File: config.mk
export PLATFORM = sky130hd
export DESIGN_NAME = cau_back_flat
export DESIGN_NICKNAME = d
export VERILOG_FILES = /design/src/hdl/cau_pkg.sv /design/src/hdl/cau_if.sv /design/src/hdl/cau_back.sv /design/src/flat_wrapper.sv
export SDC_FILE = /design/constraint.sdc
export NUM_CORES = 1
export LEC_CHECK = 0
export BUFFER_PORTS_ARGS = -buffer_cell sky130_fd_sc_hd__buf_2
export CAP_MARGIN = 20
export CORE_AREA = 3 3 205 207
export DETAILED_ROUTE_END_ITERATION = 7
export DIE_AREA = 0 0 208 210
export SLEW_MARGIN = 20
export SYNTH_ARGS = -nofsm -noshare
export SYNTH_HDL_FRONTEND = slang
export SYNTH_SLANG_ARGS = --single-unit
File: constraint.sdc
create_clock -name i_clk -period 10.1 [get_ports i_clk]
set_input_delay 2.02 -clock i_clk [delete_from_list [all_inputs] [get_ports i_clk]]
set_output_delay 2.02 -clock i_clk [all_outputs]
set_load 0.01 [all_outputs]
File: src/hdl/cau_pkg.sv
// ----------------------------------------------------------------------------
// Complex arithmetic unit package
// Shared widths, action codes and pipeline stage types.
// ----------------------------------------------------------------------------
package cau_pkg;

    localparam int WORD_BITS = 32;
    localparam int FRAC_BITS = 28;
    localparam int PW        = 2 * WORD_BITS;
    localparam int XW        = PW + FRAC_BITS;

    localparam logic [2:0] ACT_ADD  = 3'd0;
    localparam logic [2:0] ACT_SUB  = 3'd1;
    localparam logic [2:0] ACT_MUL  = 3'd2;
    localparam logic [2:0] ACT_DIV  = 3'd3;
    localparam logic [2:0] ACT_NEG  = 3'd4;
    localparam logic [2:0] ACT_CONJ = 3'd5;

    typedef logic signed [PW:0] t_wide;

    // Information that rides along with an item through the divider cells.
    typedef struct packed {
        logic [2:0] act;
        t_wide      dre;
        t_wide      dim;
        logic       neg_re;
        logic       neg_im;
        logic       ovf_re;
        logic       ovf_im;
        logic       dz;
    } t_side;

    // One stage of the divider chain.
    typedef struct packed {
        logic                 vld;
        t_side                sd;
        logic [PW-1:0]        r_re;
        logic [PW-1:0]        r_im;
        logic [PW-1:0]        d;
        logic [WORD_BITS-1:0] x_re;
        logic [WORD_BITS-1:0] x_im;
        logic [WORD_BITS-1:0] q_re;
        logic [WORD_BITS-1:0] q_im;
    } t_stage;

endpackage

File: src/hdl/cau_if.sv


interface cau_out_if;
    logic                                  valid;
    logic                                  ready;
    logic signed [cau_pkg::WORD_BITS-1:0] res_re;
    logic signed [cau_pkg::WORD_BITS-1:0] res_im;
    logic                                  div_by_zero;
    logic                                  overflow;

    modport source (output valid, res_re, res_im, div_by_zero, overflow, input ready);
    modport sink   (input valid, res_re, res_im, div_by_zero, overflow, output ready);
endinterface

File: src/hdl/cau_back.sv
// ----------------------------------------------------------------------------
// Complex arithmetic unit back end
// Result selection, saturation and the output register.
// ----------------------------------------------------------------------------
module cau_back (
    input  logic            i_clk,
    input  logic            i_rst_n,
    input  cau_pkg::t_stage i_stage,
    output logic            o_en,
    cau_out_if.source       o_out
);

    localparam int W = cau_pkg::WORD_BITS;
    localparam int PW = cau_pkg::PW;

    typedef struct packed {
        logic [W-1:0] val;
        logic         ov;
    } t_sat;

    // Clamp a wide signed value into the word range.
    function automatic t_sat sat(input cau_pkg::t_wide v);
        t_sat s;
        s.ov  = 1'b0;
        s.val = v[W-1:0];
        if (v > cau_pkg::t_wide'({1'b0, {(W-1){1'b1}}})) begin
            s.ov  = 1'b1;
            s.val = {1'b0, {(W-1){1'b1}}};
        end else if (v < -cau_pkg::t_wide'({1'b1, {(W-1){1'b0}}})) begin
            s.ov  = 1'b1;
            s.val = {1'b1, {(W-1){1'b0}}};
        end
        return s;
    endfunction

    // Signed quotient from magnitude, sign and range flag.
    function automatic cau_pkg::t_wide quot(input logic [W-1:0] q, input logic neg,
                                            input logic ovf);
        cau_pkg::t_wide m;
        m = cau_pkg::t_wide'({{(PW+1-W){1'b0}}, q});
        if (ovf) begin
            m = cau_pkg::t_wide'({1'b0, {W{1'b1}}});
        end
        return neg ? -m : m;
    endfunction

    t_sat           n_sre, n_sim;
    cau_pkg::t_wide n_vre, n_vim;
    logic           r_vld;
    logic [W-1:0]   r_re, r_im;
    logic           r_dz, r_ov;

    always_comb begin
        n_vre = i_stage.sd.dre;
        n_vim = i_stage.sd.dim;
        if (i_stage.sd.act == cau_pkg::ACT_DIV) begin
            if (i_stage.sd.dz) begin
                n_vre = '0;
                n_vim = '0;
            end else begin
                n_vre = quot(i_stage.q_re, i_stage.sd.neg_re, i_stage.sd.ovf_re);
                n_vim = quot(i_stage.q_im, i_stage.sd.neg_im, i_stage.sd.ovf_im);
            end
        end
        n_sre = sat(n_vre);
        n_sim = sat(n_vim);
    end

    assign o_en = !r_vld || o_out.ready;

    always_ff @(posedge i_clk) begin
        if (!i_rst_n) begin
            r_vld <= 1'b0;
        end else if (o_en) begin
            r_vld <= i_stage.vld;
        end
        if (o_en) begin
            r_re <= n_sre.val;
            r_im <= n_sim.val;
            r_dz <= i_stage.sd.dz;
            r_ov <= n_sre.ov || n_sim.ov;
        end
    end

    assign o_out.valid       = r_vld;
    assign o_out.res_re      = r_re;
    assign o_out.res_im      = r_im;
    assign o_out.div_by_zero = r_dz;
    assign o_out.overflow    = r_ov;

endmodule

File: src/flat_wrapper.sv
// flat-port wrapper written by rule: the top's interface ports become plain ports
module cau_back_flat 
  (i_clk, i_rst_n, i_stage, o_en, o_out_valid, o_out_res_re, o_out_res_im, o_out_div_by_zero, o_out_overflow, o_out_ready);
  cau_out_if o_out_i ();
  input  logic i_clk;
  input  logic i_rst_n;
  input  cau_pkg::t_stage i_stage;
  output logic o_en;
  output wire logic [$bits(o_out_i.valid)-1:0] o_out_valid;
  output wire logic [$bits(o_out_i.res_re)-1:0] o_out_res_re;
  output wire logic [$bits(o_out_i.res_im)-1:0] o_out_res_im;
  output wire logic [$bits(o_out_i.div_by_zero)-1:0] o_out_div_by_zero;
  output wire logic [$bits(o_out_i.overflow)-1:0] o_out_overflow;
  input wire logic [$bits(o_out_i.ready)-1:0] o_out_ready;
  assign o_out_valid = o_out_i.valid;
  assign o_out_res_re = o_out_i.res_re;
  assign o_out_res_im = o_out_i.res_im;
  assign o_out_div_by_zero = o_out_i.div_by_zero;
  assign o_out_overflow = o_out_i.overflow;
  assign o_out_i.ready = o_out_ready;
  cau_back u_core (.i_clk(i_clk), .i_rst_n(i_rst_n), .i_stage(i_stage), .o_en(o_en), .o_out(o_out_i));
endmodule
==> out/results.ini, run 1 <==
[layout]
syn_to_final_growth_pct=40.7
layout-drive-gt1-share=0.367
nFillCells=4587
final_cells=1472
mostFrequentLayoutCell=buf_2
postLayoutCoreUtil=0.195
layout.nets=1393
layout_common_cells=273 x buf_2, 102 x nor2_1, 66 x edfxtp_1

[clock_network]
holdBufCountCts=0
clk_latency_ns=0.37
h-tree-depth=3
cts_max_path_buffers=2
tritoncts=yes
clk_pin_slew_worst_paths_ns=0.07
cts_made_buffers=9
cts_resized=0
cts_setup_buffers=0
cts_root_buffer=clkbuf_16
numClockSinks=67

[synth]
ys_seq_area_frac=0.356
synth.avg_cell_area_sq_um=8.33
synth-main-ff-cell=edfxtp_1
ys_async_sr_fraction=0
synth-simple-area-share=0.272
synth-compound-area-share=0.250
syn_area_sq_um=5630
synthXorXnorAreaFrac=0.0358
yosys.area_share.adder=0.00889
synth_top_family_by_area=simple AND/OR/NAND/NOR gates
synthDistinctLibCells=70
yosysWarnings=0
synth_fp_nets=1142
synth_cells=676
synth_top_cell_by_area=edfxtp_1
synth_area_leaders=edfxtp_1 35%, nor2_1 6.9%, o21ai_0 5.6%
synthMuxAreaShare=0.0333
ys_ff_latch=67
post-synth-top-area-fraction=0.352
synth-edff-count=66

[timing]
clock_skew_ns=0.0132
hold_viol_final=0
finalSetupViolations=0
finalSetupTns_ns=0
whs_ns=1.22
fin_crit_ns=6.05
clock.fmax_ghz=0.165
rsz0062_at_grt=no
drv_slew=0
tightest_slew_ns=1.15
fin_crit_sh=0.599
relSlewSlack=0.226

[floorplanning]
initial_core_util=0.139
row_count=74
ios=530
die_height_um=210
die_area_sq_um=43700
dieWidth_um=208
core_region_area_sq_um=40600

[setup_path]
crit_fanout=53
criticalPathCategory=input pin to register
r2r_slack_ns=8.60
r2r_end=u_core.o_out.res_re[17]
endpoint_kind=register
r2r_start=u_core.o_out.valid
cp.arrival_ns=6.11
reg2reg_depth=1
worst_ep_required_time_ns=10.16
critPathLaunchType=input pin

[place]
io_buffer_count=273
dp_cells=1448
place_congestion=0.871
hpwl_um=23300

[pwr]
vdd_ir_drop_max_mv=0.0683
swShare=0.310
power_switching_uw=289
clock_power_share=0.377
p_int_uw=641
power_frac_comb=0.251
seqPwrFrac=0.372
total_power_uw=930
p_per_area_nw_per_um2=117
power_leakage_uw=0.00294

[run_status]
outcome=finished, final reports clean

[detailed_routing]
drt_iter0_drc=475
drt-total-wl_um=29300
avgViaCountPerCell=4.54
drt-wirelength-per-cell_um=19.9
vias=6690
antenna_left=0
first_pass_iters=5
drc=0

[global_routing]
grt_max_degree=69
antenna_found_initial=12
grt_usage=0.128
first_global_vias=6290
grt_overflow_total=0
grt_pass1_wl_um=41200

[min_path]
timing.hold.worst_path_depth=1
min_from=u_core.o_out.valid
hold_end=u_core.o_out.res_im[10]
hold_class=register to register

[run]
drv_cap=0

## critical path: stages
cell and delay [ns]:
buf_2 0.10, buf_4 0.27, or4_1 0.75, nor3_4 0.39
nand3_1 0.29, nor4_1 0.51, ha_1 0.33, a21oi_1 0.13
o21ai_0 0.16, or3_1 0.41, o21ai_2 0.11, buf_4 0.37
o21ai_0 0.23
## Yosys cell counts (all sizes together), types with 2 or more instances
library cell / number
o31ai: 2
a2111oi: 4
or3: 16
a21oi: 30
nor3: 31
o22ai: 12
nand3: 16
nand4: 22
clkbuf: 39
a211oi: 10
a221oi: 6
a32oi: 5
edfxtp: 66
or2: 7
nand3b: 3
nor4b: 2
inv: 5
o21ai: 78
mux2: 6
and3: 4
or4: 10
a21boi: 2
xnor2: 9
nor2: 103
mux2i: 12
o41ai: 4
ha: 4
o31a: 5
xor2: 14
nand2: 31
or3b: 2
a31oi: 6
a21o: 7
buf: 13
nor4: 40
a22oi: 30
## metrics by stage
| stage | cell area (sq um) | worst slack [ns] |
|---|---|---|
| after floorplan | 5630 | 4.36 |
| after global placement | 7590 | 3.62 |
| after detailed placement | 7590 | 3.54 |
| after CTS | 7900 | 3.95 |
| after global routing | 7920 | 3.67 |
| final | 7920 | 4.05 |
## final cells by class
cell class / count / area [sq um] / share of cell area
multi-input cells: 551 / 3390 / 0.428
flip-flops and latches: 67 / 2000 / 0.253
repair buffers: 292 / 1510 / 0.190
well taps: 532 / 666 / 0.0840
diodes: 8 / 20.0 / 0.00253
clock buffers: 10 / 229 / 0.0289
clock inverters: 6 / 80.1 / 0.0101
inverters: 6 / 22.5 / 0.00284
## worst max path at each step
stage / cells past startpoint / endpoint / slack, ns / startpoint
floorplan: 1 / o_en / 4.36 / o_out_ready
global placement: 13 / u_core.o_out.res_im[0] / 3.62 / i_stage[321]
detailed placement: 13 / u_core.o_out.res_im[0] / 3.54 / i_stage[321]
CTS: 13 / u_core.o_out.res_im[0] / 3.95 / i_stage[321]
global route: 13 / u_core.o_out.res_im[0] / 3.67 / i_stage[321]
finish: 13 / u_core.o_out.res_im[16] / 4.05 / i_stage[321]
## cells by family (layout without fill, tap and decap cells)
family          after synthesis  count (layout)
other cells                   0               8
xor+xnor                     23              23
mux                          18              18
buf+inv                      58             314
compound gates              212             212
simple gates                294             294
fa+ha+maj                     4               4
flops                        67              67
## layer usage
layer,track usage,up-vias,routed length (um)
li1,-,3162,-
met1,0.189,3149,14500
met2,0.170,349,11400
met3,0.0478,24,2950
met4,0.0365,6,439
met5,0,-,37
## sequential cells by signal, summed over array words and instances (netlist names)
| signal | count |
|---|---|
| u_core.o_out.valid | 1 |
| u_core.o_out.div_by_zero | 1 |
| u_core.o_out.res_im | 32 |
| u_core.o_out.res_re | 32 |
| u_core.o_out.overflow | 1 |
## power groups by stage
stage                     clock network (uW)  logic, uW  registers (uW)
after CTS                                363        235             346
after global routing                     373        258             349
after detailed placement                   0        234             352
final                                    351        234             346
after floorplan                            0       94.7             367
after global placement                     0        232             351
Power figures use the tool's default switching activity.
==> run 2, diff against run 1 <==
==> constraint.sdc (replaced) <==
create_clock -name i_clk -period 5.8 [get_ports i_clk]
set_input_delay 1.16 -clock i_clk [delete_from_list [all_inputs] [get_ports i_clk]]
set_output_delay 1.16 -clock i_clk [all_outputs]
set_load 0.01 [all_outputs]
==> out/results.ini, run 2 (synthesis gave the netlist of run 1 again) <==
[detailed_routing]
antenna_left=0  ; unchanged
avgViaCountPerCell=4.57  ; was 4.54
drc=0  ; unchanged
drt_iter0_drc=527  ; was 475
drt-total-wl_um=29300  ; about the same
vias=6693  ; was 6690
drt-wirelength-per-cell_um=20.0  ; was 19.9 um
first_pass_iters=5  ; unchanged

[clock_network]
tritoncts=yes  ; unchanged
cts_max_path_buffers=2  ; unchanged
h-tree-depth=3  ; unchanged
clk_latency_ns=0.36  ; was 0.37 ns
numClockSinks=67  ; unchanged
cts_setup_buffers=0  ; unchanged
cts_root_buffer=clkbuf_16  ; unchanged
cts_resized=0  ; unchanged
clk_pin_slew_worst_paths_ns=0.06  ; was 0.07 ns
holdBufCountCts=0  ; unchanged
cts_made_buffers=9  ; unchanged

[setup_path]
criticalPathCategory=input pin to register  ; unchanged
path_delay_family=simple AND/OR/NAND/NOR gates  ; unchanged
r2r_start=u_core.o_out.valid  ; unchanged
crit_fanout=23  ; was 53
path_buf_inv=2  ; was 3
slowest_stage=nor4_1  ; was or4_1
endpoint_kind=register  ; unchanged
crit_chain=buf_2 > nor4_1 > nand4_1 > or2_2 > nor3_1 > ha_1 > a21oi_1 > o21ai_0 > o211a_1 > a21oi_2 > buf_4 > o21ai_0  ; was buf_2 > buf_4 > or4_1 > nor3_4 > nand3_1 > nor4_1 > ha_1 > a21oi_1 > o21ai_0 > or3_1 > o21ai_2 > buf_4 > o21ai_0
reg2reg_depth=2  ; was 1
critPathLaunchType=input pin  ; unchanged
crit_path_frequent_cell=o21ai_0
cp.arrival_ns=4.91  ; was 6.11 ns
worst_ep_required_time_ns=5.88  ; was 10.16 ns
r2r_end=u_core.o_out.res_re[20]  ; was u_core.o_out.res_re[17]
r2r_slack_ns=4.24  ; was 8.60 ns
critPathMaxStageDelay_ns=0.66  ; was 0.75 ns

[pwr]
p_int_uw=1120  ; was 641 uW
seqPwrFrac=0.373  ; was 0.372
power_leakage_uw=0.00293  ; was 0.00294 uW
swShare=0.308  ; was 0.310
p_per_area_nw_per_um2=205  ; was 117 nW/um^2
power_switching_uw=498  ; was 289 uW
vdd_ir_drop_max_mv=0.103  ; was 0.0683 mV
clock_power_share=0.379  ; was 0.377
power_frac_comb=0.248  ; was 0.251

[global_routing]
grt_max_degree=72  ; was 69
grt_pass1_wl_um=41800  ; was 41200 um
grt_overflow_total=0  ; unchanged
antenna_found_initial=16  ; was 12
grt_usage=0.129  ; was 0.128
first_global_vias=6230  ; was 6290

[place]
io_buffer_count=273  ; unchanged
hpwl_um=23200  ; was 23300 um
placed_cell_area_sq_um=7580  ; was 7590 sq um
place_congestion=0.877  ; was 0.871

[layout]
layout_common_cells=273 x buf_2, 102 x nor2_1, 66 x edfxtp_1  ; unchanged
mostFrequentLayoutCell=buf_2  ; unchanged
layout.nets=1390  ; was 1393
multiInputGateArea_sq_um=3390  ; unchanged
layout-drive-gt1-share=0.363  ; was 0.367
finalInstanceArea_sq_um=7900  ; was 7920 sq um
syn_to_final_growth_pct=40.3  ; was 40.7%
final-seq-area_sq_um=2000  ; unchanged
nFillCells=4577  ; was 4587

[run_status]
outcome=finished, final reports clean  ; unchanged

[floorplanning]
ios=530  ; unchanged
die_area_sq_um=43700  ; unchanged
row_count=74  ; unchanged
initial_core_util=0.139  ; unchanged
dieWidth_um=208  ; unchanged
core_region_area_sq_um=40600  ; unchanged
die_height_um=210  ; unchanged

[min_path]
min_from=i_stage[458]  ; was u_core.o_out.valid
hold_end=u_core.o_out.valid  ; was u_core.o_out.res_im[10]
hold_class=input pin to register  ; was register to register
timing.hold.worst_path_depth=3  ; was 1

[timing]
tightest_slew_ns=0.991  ; was 1.15 ns
clock.fmax_ghz=0.207
clock_skew_ns=0.0113  ; was 0.0132 ns
whs_ns=1.04  ; was 1.22 ns
finalSetupTns_ns=0  ; unchanged
fin_crit_ns=4.83
finalSetupViolations=0  ; unchanged
drv_slew=0  ; unchanged
relSlewSlack=0.337  ; was 0.226
rsz0062_at_grt=no  ; unchanged
fin_crit_sh=0.833
hold_viol_final=0  ; unchanged

[run]
drv_cap=0  ; unchanged

-- run 2: changes by cell type in the layout (fill, tap and decap cells not counted) --
| cell | change |
|---|---|
| clkinv_2 | -1 |
| buf_12 | +1 |
| clkinvlp_4 | -1 |
| buf_4 | -4 |
| clkbuf_1 | +2 |
| diode_2 | -2 |
| clkinv_1 | -1 |
-- run 2: worst max-delay path by stage --
stage	start	endpoint	slack, ns	cells past startpoint
global route	i_stage[46]	u_core.o_out.res_re[2]	0.65	12
CTS	i_stage[23]	u_core.o_out.res_im[13]	0.96	12
global placement	i_stage[23]	u_core.o_out.res_im[13]	0.66	12
floorplan	i_stage[23]	u_core.o_out.res_im[10]	1.39	11
detailed placement	i_stage[23]	u_core.o_out.res_im[13]	0.58	12
finish	i_stage[46]	u_core.o_out.res_re[10]	0.97	12
-- run 2: worst reg2reg max path, delay by kind of cell (launching register included) --
kind                   cells  cell delay [ns]
DFF                        1             0.33
and+or+nand+nor            1             0.07
buffers and inverters      1             0.69
-- run 2: layout make-up --
cell class	instances	area share
multi-input combinational	551	0.430
sequential	67	0.253
timing repair buffer	289	0.190
tap	532	0.0843
clock buffer	12	0.0299
clock inverter	3	0.00808
inverter	6	0.00285
antenna	6	0.00190
-- run 2: power by group through the flow --
stage | clock [uW] | combinational, uW | sequential [uW]
2_1_floorplan | 0 | 165 | 640
3_3_place_gp | 0 | 397 | 613
3_5_place_dp | 0 | 405 | 613
4_1_cts | 629 | 405 | 604
5_1_grt | 652 | 445 | 607
6_report | 612 | 401 | 603
-- run 2: routing by layer --
layer | track usage | share of wire | up-vias
met5 | 0 | 0.0025 | -
met1 | 0.194 | 0.50 | 3114
met4 | 0.0388 | 0.018 | 12
met3 | 0.0439 | 0.10 | 37
li1 | - | - | 3150
met2 | 0.172 | 0.38 | 380
-- run 2: metrics by stage --
step            util  power [uW]  std cells  setup slack [ns]
3_3_place_gp   0.187        1010       1445             0.657
2_1_floorplan      -         805        676              1.39
3_5_place_dp   0.187        1020       1445             0.578
6_report       0.195        1620       1466             0.968
4_1_cts        0.194        1640       1460             0.958
5_1_grt        0.195        1700       1464             0.653
