### src/hdl/cau_pkg.sv
// ----------------------------------------------------------------------------
// Complex arithmetic unit package
// Shared widths, action codes and pipeline stage types.
// ----------------------------------------------------------------------------
package cau_pkg;

    localparam int WORD_BITS = 32;
    localparam int FRAC_BITS = 28;
    localparam int PW        = 2 * WORD_BITS;
    localparam int XW        = PW + FRAC_BITS;

    localparam logic [2:0] ACT_ADD  = 3'd0;
    localparam logic [2:0] ACT_SUB  = 3'd1;
    localparam logic [2:0] ACT_MUL  = 3'd2;
    localparam logic [2:0] ACT_DIV  = 3'd3;
    localparam logic [2:0] ACT_NEG  = 3'd4;
    localparam logic [2:0] ACT_CONJ = 3'd5;

    typedef logic signed [PW:0] t_wide;

    // Information that rides along with an item through the divider cells.
    typedef struct packed {
        logic [2:0] act;
        t_wide      dre;
        t_wide      dim;
        logic       neg_re;
        logic       neg_im;
        logic       ovf_re;
        logic       ovf_im;
        logic       dz;
    } t_side;

    // One stage of the divider chain.
    typedef struct packed {
        logic                 vld;
        t_side                sd;
        logic [PW-1:0]        r_re;
        logic [PW-1:0]        r_im;
        logic [PW-1:0]        d;
        logic [WORD_BITS-1:0] x_re;
        logic [WORD_BITS-1:0] x_im;
        logic [WORD_BITS-1:0] q_re;
        logic [WORD_BITS-1:0] q_im;
    } t_stage;

endpackage

### src/hdl/cau_cell.sv
// ----------------------------------------------------------------------------
// Complex arithmetic unit divider cell
// One restoring division step for the real and imaginary quotients.
// ----------------------------------------------------------------------------
module cau_cell (
    input  logic            i_clk,
    input  logic            i_rst_n,
    input  logic            i_en,
    input  cau_pkg::t_stage i_stage,
    output cau_pkg::t_stage o_stage
);

    localparam int W = cau_pkg::WORD_BITS;
    localparam int PW = cau_pkg::PW;

    logic [PW:0]     n_t_re, n_t_im;
    logic            n_b_re, n_b_im;
    cau_pkg::t_stage n_stage, r_stage;

    // Shift in the next dividend bit and subtract the divisor where it fits.
    always_comb begin
        n_t_re = {i_stage.r_re, i_stage.x_re[W-1]};
        n_t_im = {i_stage.r_im, i_stage.x_im[W-1]};
        n_b_re = (n_t_re >= {1'b0, i_stage.d});
        n_b_im = (n_t_im >= {1'b0, i_stage.d});
        if (n_b_re) begin
            n_t_re = n_t_re - {1'b0, i_stage.d};
        end
        if (n_b_im) begin
            n_t_im = n_t_im - {1'b0, i_stage.d};
        end
        n_stage      = i_stage;
        n_stage.r_re = n_t_re[PW-1:0];
        n_stage.r_im = n_t_im[PW-1:0];
        n_stage.x_re = {i_stage.x_re[W-2:0], 1'b0};
        n_stage.x_im = {i_stage.x_im[W-2:0], 1'b0};
        n_stage.q_re = {i_stage.q_re[W-2:0], n_b_re};
        n_stage.q_im = {i_stage.q_im[W-2:0], n_b_im};
    end

    always_ff @(posedge i_clk) begin
        if (!i_rst_n) begin
            r_stage.vld <= 1'b0;
        end else if (i_en) begin
            r_stage.vld <= n_stage.vld;
        end
        if (i_en) begin
            r_stage.sd   <= n_stage.sd;
            r_stage.r_re <= n_stage.r_re;
            r_stage.r_im <= n_stage.r_im;
            r_stage.d    <= n_stage.d;
            r_stage.x_re <= n_stage.x_re;
            r_stage.x_im <= n_stage.x_im;
            r_stage.q_re <= n_stage.q_re;
            r_stage.q_im <= n_stage.q_im;
        end
    end

    assign o_stage = r_stage;

endmodule

### config.mk
export PLATFORM = sky130hd
export DESIGN_NAME = cau_cell
export DESIGN_NICKNAME = d
export VERILOG_FILES = /design/src/hdl/cau_pkg.sv /design/src/hdl/cau_cell.sv
export SDC_FILE = /design/constraint.sdc
export NUM_CORES = 1
export LEC_CHECK = 0
export BUFFER_PORTS_ARGS = -buffer_cell sky130_fd_sc_hd__buf_2
export CAP_MARGIN = 30
export CORE_AREA = 2 2 357 359
export DETAILED_ROUTE_END_ITERATION = 6
export DIE_AREA = 0 0 359 361
export GPL_TIMING_DRIVEN = 0
export HOLD_SLACK_MARGIN = 0.05
export PLACE_DENSITY = 0.38
export SYNTH_ARGS = -nofsm -noshare
export SYNTH_HDL_FRONTEND = slang
export SYNTH_SLANG_ARGS = --single-unit
### constraint.sdc
create_clock -name i_clk -period 2.7 [get_ports i_clk]
set_input_delay 0.27 -clock i_clk [delete_from_list [all_inputs] [get_ports i_clk]]
set_output_delay 0.27 -clock i_clk [all_outputs]
set_load 0.01 [all_outputs]
==> results.py, run 1 <==
metrics = {
    "detailed_routing": {
        "wirelength_met1_um": 52900,
        "routed_via_density": 4.35,
        "wl_met3_um": 8350,
        "wl_met2_um": 67300,
        "route.detailed.drc": 0,
        "top_layer": "met5",
        "num_vias": 22594,
        "firstDrtPassIters": 7,
        "routed_wl_um": 135000,
        "ant_nets": 0,
        "wl_per_cell_um": 25.9,
        "drtIter0Drc": 1395,
    },
    "critical_path": {
        "endpoint_kind": "flop",
        "max_stage_delay_ns": 0.38,
        "crit_family": "compound AO/OA/AOI/OAI gates",
        "cp.arrival_ns": 3.19,
        "start_kind": "input port",
        "worst-path-max-fanout": 8,
        "path_cells": "buf_2, inv_2, ha_4, a21oi_2, o21ai_2, a221o_1, a21oi_4, o21bai_4, buf_12, a21o_4, a211o_4, nand2_8, buf_16, nor4_2, a311oi_1",
        "cp-startpoint": "i_stage[136]",
        "worst-path-buf-inv": 4,
        "critical_path_class": "in2reg",
        "worstPathRequired_ns": 3.15,
        "rr_startpoint": "o_stage[458]",
        "slowest_stage": "a221o_1",
    },
    "job": {
        "max-cap-violations": 0,
    },
    "final_layout": {
        "syn_to_final_growth_pct": 70.2,
        "largest_reg_flops": 457,
        "finalNetCount": 4078,
        "final-instance-count-excl-fill": 5200,
        "drive_above_1_share_pct": 41.0,
        "final_cell_area_um2": 39500,
        "finish.utilization_pct": 31.5,
    },
    "placement": {
        "dp.cells": 4543,
        "dp_hpwl_um": 107000,
        "gp_congestion": 0.843,
        "numPortBuffers": 916,
        "pre_cts_slack_ns": -1.63,
        "post_dp_cell_area_um2": 30700,
    },
    "yosys": {
        "synth-simple-area-share_pct": 10.2,
        "yosys-top-cells-area": "edfxtp_1, ha_1, nand2_1",
        "synth_xor_area_share_pct": 4.15,
        "yosysMostFrequentCell": "edfxtp_1",
        "synth-seq-cells": 457,
        "avgSynthCellArea_um2": 11.8,
        "synth-compound-area-share_pct": 15.7,
        "netlist_instances": 1970,
        "netlist.area_leader.share_pct": 58.9,
        "syn_area_um2": 23200,
        "synthMuxAreaShare_pct": 0.318,
        "synth_top_cell_by_area": "edfxtp_1",
        "synth_top_family_by_area": "compound AO/OA/AOI/OAI gates",
        "synth.yosys.seq_area_share_pct": 59.0,
        "yosys.cell_types.count": 85,
        "yosys_warnings": 0,
        "synth_ff_type": "edfxtp_1",
        "synthArstFlopShare_pct": 0,
        "yosys.area_share.adder_pct": 7.07,
        "yosys-top-cells-count": "edfxtp_1, nand2_1, o21ai_0",
        "synth_edf_count": 456,
    },
    "timing": {
        "final-hold-violation-count": 0,
        "period_share_pct": 101,
        "slew_violations": 0,
        "max_freq_mhz": 365,
        "slew_headroom_pct": 44.6,
        "rsz0062_at_grt": "true",
        "tightest_slew_ns": 0.831,
        "setup_viol": 9,
        "finClkSkew_ns": 0,
        "period_needed_ns": 2.74,
        "worst_slack_ns": -0.0382,
    },
    "grt": {
        "grt.overflow.total": 0,
        "grt_pass1_wl_um": 182000,
        "grt_pass1_vias": 22603,
        "grt_max_degree": 117,
        "antenna_found_initial": 50,
        "grt_util_all_layers_pct": 20.0,
    },
    "die": {
        "fp.dieW_um": 359,
        "die_area_um2": 130000,
        "start_util_pct": 18.5,
        "pin_count": 921,
        "fp.dieH_um": 361,
        "rows": 130,
        "fp.coreArea_um2": 125000,
    },
    "status": {
        "violations": "negative setup slack",
        "status": "complete, but fails checks",
    },
    "cts": {
        "clk_pin_slew_ns": 0.07,
        "clockBufferDepth": 3,
        "cts-htree-levels": 2,
        "clk_latency_ns": 0.66,
        "cts-buffers-inserted": 60,
        "cts_tree": "done",
        "cts_root_buffer": "clkbuf_16",
        "cts.sinks": 457,
    },
    "min_path": {
        "min_from": "i_en",
        "hold_class": "in2reg",
    },
    "power_and_ir_drop": {
        "p_leak_uw": 0.0165,
        "power.density_nw_per_um2": 602,
        "irDropWorstVdd_mv": 0.507,
        "finalPower_uw": 23800,
    },
}
-- worst register-to-register path, stage by stage, from the launching register on --
cell           delay [ns]
dfxtp_1              0.31
mux2i_1              0.12
nor2b_1              0.06
dlygate4sd3_1        0.55
-- layer usage --
layer / vias up / global-route usage, %
met5: - / 0
met4: 36 / 7.74
met3: 193 / 4.82
met2: 785 / 35.3
met1: 11116 / 23.3
li1: 10464 / -
-- kinds of logic (layout without fill, tap and decap cells) --
kind of cell,after synthesis,after routing
other,1,16
XOR/XNOR,110,110
AND/OR/NAND/NOR,504,505
buffers and inverters,196,1760
adder cells (fa/ha/maj),130,130
AO/OA/AOI/OAI,565,565
flip-flops,457,457
multiplexers,7,7
-- where the power goes --
group          internal [uW]  switching (uW)
Combinational           2730            3680
Clock                   4860            3590
Sequential              8700             224
-- stage by stage --
step	TNS (ns)	hold WS, ns
2_1_floorplan	-0.944	0.369
3_3_place_gp	-3260.79	0.447
3_5_place_dp	-171.33	0.448
4_1_cts	-0.452	0.0531
5_1_grt	-1.71	0.115
6_report	-0.178	0.0957
-- final timing paths --
path,slack (ns),to,cells after the start
max,-0.04,o_stage[299],15
min,0.1,o_stage[400],1
max reg2reg,1.54,o_stage[458],3
min reg2reg,1.09,o_stage[458],3
-- repair_timing --
action,4_1_cts,5_1_grt
gates resized for setup,227,130
pin swaps,61,47
setup endpoints to repair,130,123
setup buffers,64,21
cloned,4,4
hold buffers,457,1
hold endpoints to repair,453,1
-- cell type report --
type / instances / area (um2)
Timing Repair Buffer: 1468 / 10200
Buffer: 71 / 701
Tap cell: 1650 / 2060
Fill cell: 13123 / 85900
Antenna cell: 14 / 35.0
Inverter: 109 / 488
Sequential cell: 457 / 13700
Multi-Input combinational cell: 1319 / 10300
Clock buffer: 62 / 1510
Clock inverter: 50 / 531
-- layout by cell type, fill, tap and decap left out, drive strengths merged, types with 28 or more instances in the layout --
cell type	Yosys	routed
dlygate4sd3	0	458
a21o	82	82
xor2	47	47
clkinv	0	28
ha	128	128
o21bai	36	36
nor2	85	85
nand3	33	33
clkbuf	50	98
a21oi	137	137
edfxtp	456	456
nand2	226	227
nand4	48	48
o21ai	179	179
xnor2	63	63
buf	37	1045
inv	109	105
Power figures use the tool's default switching activity.
==> inputs of run 2 (changes only) <==
--- a/config.mk
+++ b/config.mk
@@ -13,6 +13,7 @@
 export GPL_TIMING_DRIVEN = 0
 export HOLD_SLACK_MARGIN = 0.05
 export PLACE_DENSITY = 0.38
+export REMOVE_ABC_BUFFERS = 1
 export SYNTH_ARGS = -nofsm -noshare
 export SYNTH_HDL_FRONTEND = slang
 export SYNTH_SLANG_ARGS = --single-unit
==> run 2 against run 1 <==
Against the previous run: the run still ends with negative setup slack left; first-iteration DRC count increased by 3.4%; total power grew 1.5%; die area is the same; critical endpoint is now o_stage[314]; global-route usage fell by 0.50 points; critical path depth shrank 1; non-clock buffer count shrank 37; clock-buffer cell count grew 6; worst setup slack worse by 0.084 ns; sequential power hardly changed.
==> results.py, run 2 (synthesis gave the netlist of run 1 again) <==
metrics = {
    "grt": {
        "grt_util_all_layers_pct": 19.5,
        "antenna_found_initial": 57,
        "grt.overflow.total": 0,
        "grt_pass1_wl_um": 179000,
        "grt_pass1_vias": 22122,
        "grt_max_degree": 116,
        "grt.busiest_layer": "met2",
        "use_met1_pct": 22.0,
        "grt_util_met2_pct": 34.7,
        "grtUsageMet3_pct": 5.71,
    },
    "die": {
        "rows": 130,
        "fp.dieH_um": 361,
        "start_util_pct": 18.5,
        "fp.coreArea_um2": 125000,
        "pin_count": 921,
        "die_area_um2": 130000,
        "fp.dieW_um": 359,
    },
    "final_layout": {
        "syn_to_final_growth_pct": 71.3,
        "drive_above_1_share_pct": 41.6,
        "finalNetCount": 4042,
        "final-instance-count-excl-fill": 5163,
        "nFillCells": 13142,
        "final_cell_mix": "buf_2, dlygate4sd3_1, edfxtp_1, nand2_1, a21oi_1",
        "final_common_cell": "buf_2",
        "largest_reg_flops": 457,
        "final_cell_area_um2": 39800,
    },
    "status": {
        "status": "complete, but fails checks",
        "violations": "negative setup slack",
    },
    "timing": {
        "max_freq_mhz": 354,
        "period_share_pct": 105,
        "final-hold-violation-count": 0,
        "setup_viol": 17,
        "period_needed_ns": 2.82,
        "finClkSkew_ns": 0,
        "worst_slack_ns": -0.122,
        "rsz0062_at_grt": "true",
        "setup-tns-final_ns": -0.603,
        "tightest_slew_ns": 0.731,
        "slew_violations": 0,
        "slew_headroom_pct": 51.3,
    },
    "placement": {
        "dp_hpwl_um": 103000,
        "gp_congestion": 0.831,
        "pre_cts_slack_ns": -2.61,
        "numPortBuffers": 916,
        "dp.cells": 4459,
        "post_dp_cell_area_um2": 29700,
    },
    "critical_path": {
        "worstPathRequired_ns": 3.18,
        "critical_path_class": "in2reg",
        "worst-path-max-fanout": 4,
        "endpoint_kind": "flop",
        "cp.arrival_ns": 3.30,
        "start_kind": "input port",
    },
    "power_and_ir_drop": {
        "p_switching_uw": 7450,
        "power.density_nw_per_um2": 607,
        "clock_power_share_pct": 35.9,
        "power.internal_uw": 16700,
        "finalPower_uw": 24200,
        "switching_share_pct": 30.8,
        "irDropWorstVdd_mv": 0.511,
        "share_seq_of_total_power_pct": 36.9,
        "pwr-share-comb_pct": 27.2,
        "p_leak_uw": 0.0164,
    },
    "detailed_routing": {
        "num_vias": 22300,
        "firstDrtPassIters": 5,
        "route.detailed.drc": 0,
        "ant_nets": 0,
        "drtIter0Drc": 1443,
        "wl_per_cell_um": 26.0,
        "routed_via_density": 4.32,
        "routed_wl_um": 134000,
    },
    "job": {
        "max-cap-violations": 0,
    },
    "cts": {
        "cts_tree": "done",
        "cts.sinks": 457,
        "clk_pin_slew_ns": 0.06,
        "cts-htree-levels": 2,
        "clockBufferDepth": 3,
        "cts-buffers-inserted": 59,
        "cts_root_buffer": "clkbuf_16",
        "clk_latency_ns": 0.67,
    },
    "min_path": {
        "hold_class": "in2reg",
    },
}
-- run 2: path summary, 6_finish.rpt --
kind / startpoint / to / slack (ns) / cells past startpoint
min: i_stage[229] / o_stage[230] / 0.08 / 3
max reg2reg: o_stage[458] / o_stage[458] / 1.56 / 3
max: i_stage[128] / o_stage[314] / -0.12 / 14
min reg2reg: o_stage[458] / o_stage[458] / 1.06 / 3
-- run 2: cell type report --
cell class,count,area (um2),share of cell area (%)
flip-flops and latches,457,13700,34.5
repair buffers,1502,10800,27.2
multi-input cells,1320,10600,26.5
well taps,1650,2060,5.19
clock buffers,68,1510,3.80
clock inverters,42,568,1.43
inverters,109,510,1.28
diodes,14,35.0,0.0881
repair inverters,1,11.3,0.0283
-- run 2: routing by layer --
metal	up-vias	routed length, um
met5	-	220
met4	38	5990
met1	10878	51600
met2	792	66700
li1	10399	-
met3	193	9720
-- run 2: critical path, stage by stage --
cell      delay [ns]
buf_8           0.10
ha_4            0.15
fa_2            0.34
nor2b_2         0.14
o31a_1          0.24
o31ai_4         0.11
nand4b_1        0.16
nand2_4         0.13
o41ai_4         0.36
buf_4           0.20
a41oi_4         0.15
o31a_1          0.42
o211a_1         0.26
a311oi_2        0.24
-- run 2: timing repair --
item,4_1_cts,5_1_grt
setup endpoints to repair,130,111
gates resized for setup,312,203
cloned,6,13
buffers inserted,65,40
endpoints found under the hold margin,495,1
pin swaps,61,77
hold buffers,455,1
-- run 2: power by group through the flow --
stage | Clock, uW | Sequential [uW] | Combinational (uW)
after floorplan | 0 | 9440 | 1920
after global placement | 0 | 9160 | 4810
after detailed placement | 0 | 9040 | 4850
after CTS | 8980 | 8910 | 6150
after global routing | 9240 | 8970 | 7040
final | 8670 | 8900 | 6580
-- run 2: metrics by stage --
stage	hold WS, ns	util (%)
global route	0.102	31.7
finish	0.0792	31.7
global placement	0.447	23.5
CTS	0.0516	30.7
floorplan	0.369	-
detailed placement	0.448	23.7
==> inputs of run 3 (changes only) <==
--- a/config.mk
+++ b/config.mk
@@ -10,10 +10,10 @@
 export CORE_AREA = 2 2 357 359
 export DETAILED_ROUTE_END_ITERATION = 6
 export DIE_AREA = 0 0 359 361
-export GPL_TIMING_DRIVEN = 0
 export HOLD_SLACK_MARGIN = 0.05
 export PLACE_DENSITY = 0.38
 export REMOVE_ABC_BUFFERS = 1
+export SETUP_SLACK_MARGIN = 0.15
 export SYNTH_ARGS = -nofsm -noshare
 export SYNTH_HDL_FRONTEND = slang
 export SYNTH_SLANG_ARGS = --single-unit
==> constraint.sdc (replaced) <==
create_clock -name i_clk -period 2.5 [get_ports i_clk]
set_input_delay 0.25 -clock i_clk [delete_from_list [all_inputs] [get_ports i_clk]]
set_output_delay 0.25 -clock i_clk [all_outputs]
set_load 0.01 [all_outputs]
==> run 3 against run 2 <==
Against the previous run: wire length up 3.8%; critical endpoint unchanged; non-clock buffer count rose by 621; via count rose by 10%; clock power rose by 0.6%; sequential power rose by 8.8%; worst hold slack improved by 0.039 ns; the flow still finishes with violations (negative setup slack).
==> results.py, run 3 (synthesis gave the netlist of run 1 again) <==
metrics = {
    "placement": {
        "gp_congestion": 0.864,
        "numPortBuffers": 916,
        "dp_hpwl_um": 110000,
        "post_dp_cell_area_um2": 34400,
    },
    "timing": {
        "max_freq_mhz": 362,
        "setup-tns-final_ns": -14.79,
        "slew_violations": 0,
        "setup_viol": 126,
        "worst_slack_ns": -0.261,
        "period_share_pct": 110,
        "rsz0062_at_grt": "true",
        "tightest_slew_ns": 0.582,
        "finClkSkew_ns": 0,
        "final-hold-violation-count": 0,
        "period_needed_ns": 2.76,
        "slew_headroom_pct": 61.2,
    },
    "grt": {
        "grt.overflow.total": 0,
        "grt_pass1_wl_um": 190000,
        "grt_pass1_vias": 25100,
        "grt_max_degree": 79,
        "antenna_found_initial": 61,
        "grt_util_all_layers_pct": 20.5,
    },
    "cts": {
        "clk_pin_slew_ns": 0.06,
        "cts-buffers-inserted": 58,
        "cts-htree-levels": 2,
        "cts.sinks": 457,
        "cts_root_buffer": "clkbuf_16",
        "cts_tree": "done",
        "clockBufferDepth": 3,
        "clk_latency_ns": 0.68,
    },
    "power_and_ir_drop": {
        "power.density_nw_per_um2": 595,
        "irDropWorstVdd_mv": 0.554,
        "power.internal_uw": 18800,
        "p_switching_uw": 8510,
        "switching_share_pct": 31.2,
        "pwr-share-comb_pct": 32.6,
        "finalPower_uw": 27300,
        "clock_power_share_pct": 31.9,
        "share_seq_of_total_power_pct": 35.5,
        "p_leak_uw": 0.0202,
    },
    "final_layout": {
        "final_cell_mix": "buf_2, buf_4, edfxtp_1, dlygate4sd3_1, nand2_1",
        "finalNetCount": 4659,
        "drive_above_1_share_pct": 53.5,
        "nFillCells": 12816,
        "final_common_cell": "buf_2",
        "syn_to_final_growth_pct": 97.4,
        "final_cell_area_um2": 45900,
        "largest_reg_flops": 457,
    },
    "job": {
        "max-cap-violations": 0,
    },
    "die": {
        "fp.dieH_um": 361,
        "fp.dieW_um": 359,
        "start_util_pct": 18.5,
        "pin_count": 921,
        "rows": 130,
        "fp.coreArea_um2": 125000,
        "die_area_um2": 130000,
    },
    "critical_path": {
        "cp.arrival_ns": 3.26,
        "start_kind": "input port",
        "critical_path_class": "in2reg",
        "endpoint_kind": "flop",
        "worstPathRequired_ns": 3.00,
        "worst-path-max-fanout": 4,
    },
    "detailed_routing": {
        "ant_nets": 0,
        "wirelength_met1_um": 54600,
        "firstDrtPassIters": 5,
        "wl_per_cell_um": 24.1,
        "routed_via_density": 4.24,
        "route.detailed.drc": 0,
        "wl_met2_um": 70800,
        "wl_met3_um": 8970,
        "top_layer": "met5",
        "drtIter0Drc": 1419,
        "num_vias": 24565,
        "routed_wl_um": 139000,
    },
    "status": {
        "status": "complete, but fails checks",
        "violations": "negative setup slack",
    },
    "min_path": {
        "hold_class": "in2reg",
    },
}
## run 3: critical path, stage by stage
cell      delay [ns]
buf_8           0.10
ha_4            0.15
fa_2            0.38
nor2b_4         0.13
o31a_1          0.24
o31ai_4         0.10
buf_4           0.15
nand4b_1        0.13
nand2_4         0.11
o41ai_4         0.42
a41oi_2         0.25
o31a_1          0.39
o211a_1         0.24
a311oi_2        0.20
## run 3: path summary, 6_finish.rpt
| path | from | endpoint | slack, ns | cells after the start |
|---|---|---|---|---|
| setup reg to reg | o_stage[458] | o_stage[458] | 1.37 | 3 |
| setup / recovery | i_stage[128] | o_stage[314] | -0.26 | 14 |
| hold / removal | i_stage[129] | o_stage[257] | 0.12 | 3 |
| hold reg to reg | o_stage[458] | o_stage[458] | 1.06 | 3 |
## run 3: layout make-up
cell class	count	area, um2	share of cell area [%]
sequential	457	13700	29.9
multi-input combinational	1318	11300	24.6
clock buffer	69	1510	3.30
tap	1650	2060	4.50
timing repair buffer	2123	16300	35.6
antenna	20	50.0	0.109
clock inverter	41	435	0.949
inverter	109	492	1.07
## run 3: power groups by stage
stage	registers (uW)	clock network (uW)	logic, uW
after CTS	9690	9010	8350
after global placement	9840	0	6440
after detailed placement	9830	0	6440
after floorplan	10200	0	2070
after global routing	9750	9290	9500
final	9680	8720	8900
## run 3: timing repair
action | CTS | global route
resized for setup | 520 | 315
cloned | 25 | 4
endpoints found under the hold margin | 481 | 0
buffers inserted | 74 | 28
hold buffers | 454 | 0
pin swaps | 173 | 126
setup endpoints to repair | 130 | 130
## run 3: per-layer routing
layer  GRT usage [%]  up-vias
met1            23.6    11943
met4            6.03       50
met3            5.29      200
met5               0        -
li1                -    11652
met2            37.3      720
## run 3: through the flow
step           util, %  instances  setup WS [ns]  hold slack [ns]
4_1_cts           35.1       5735         -0.176           0.0616
3_5_place_dp      27.5       5072          -1.50            0.428
6_report          36.6       5787         -0.261            0.119
3_3_place_gp      27.5       5072          -1.53            0.427
2_1_floorplan        -       1884          -2.54            0.349
5_1_grt           36.6       5781         -0.317           0.0867
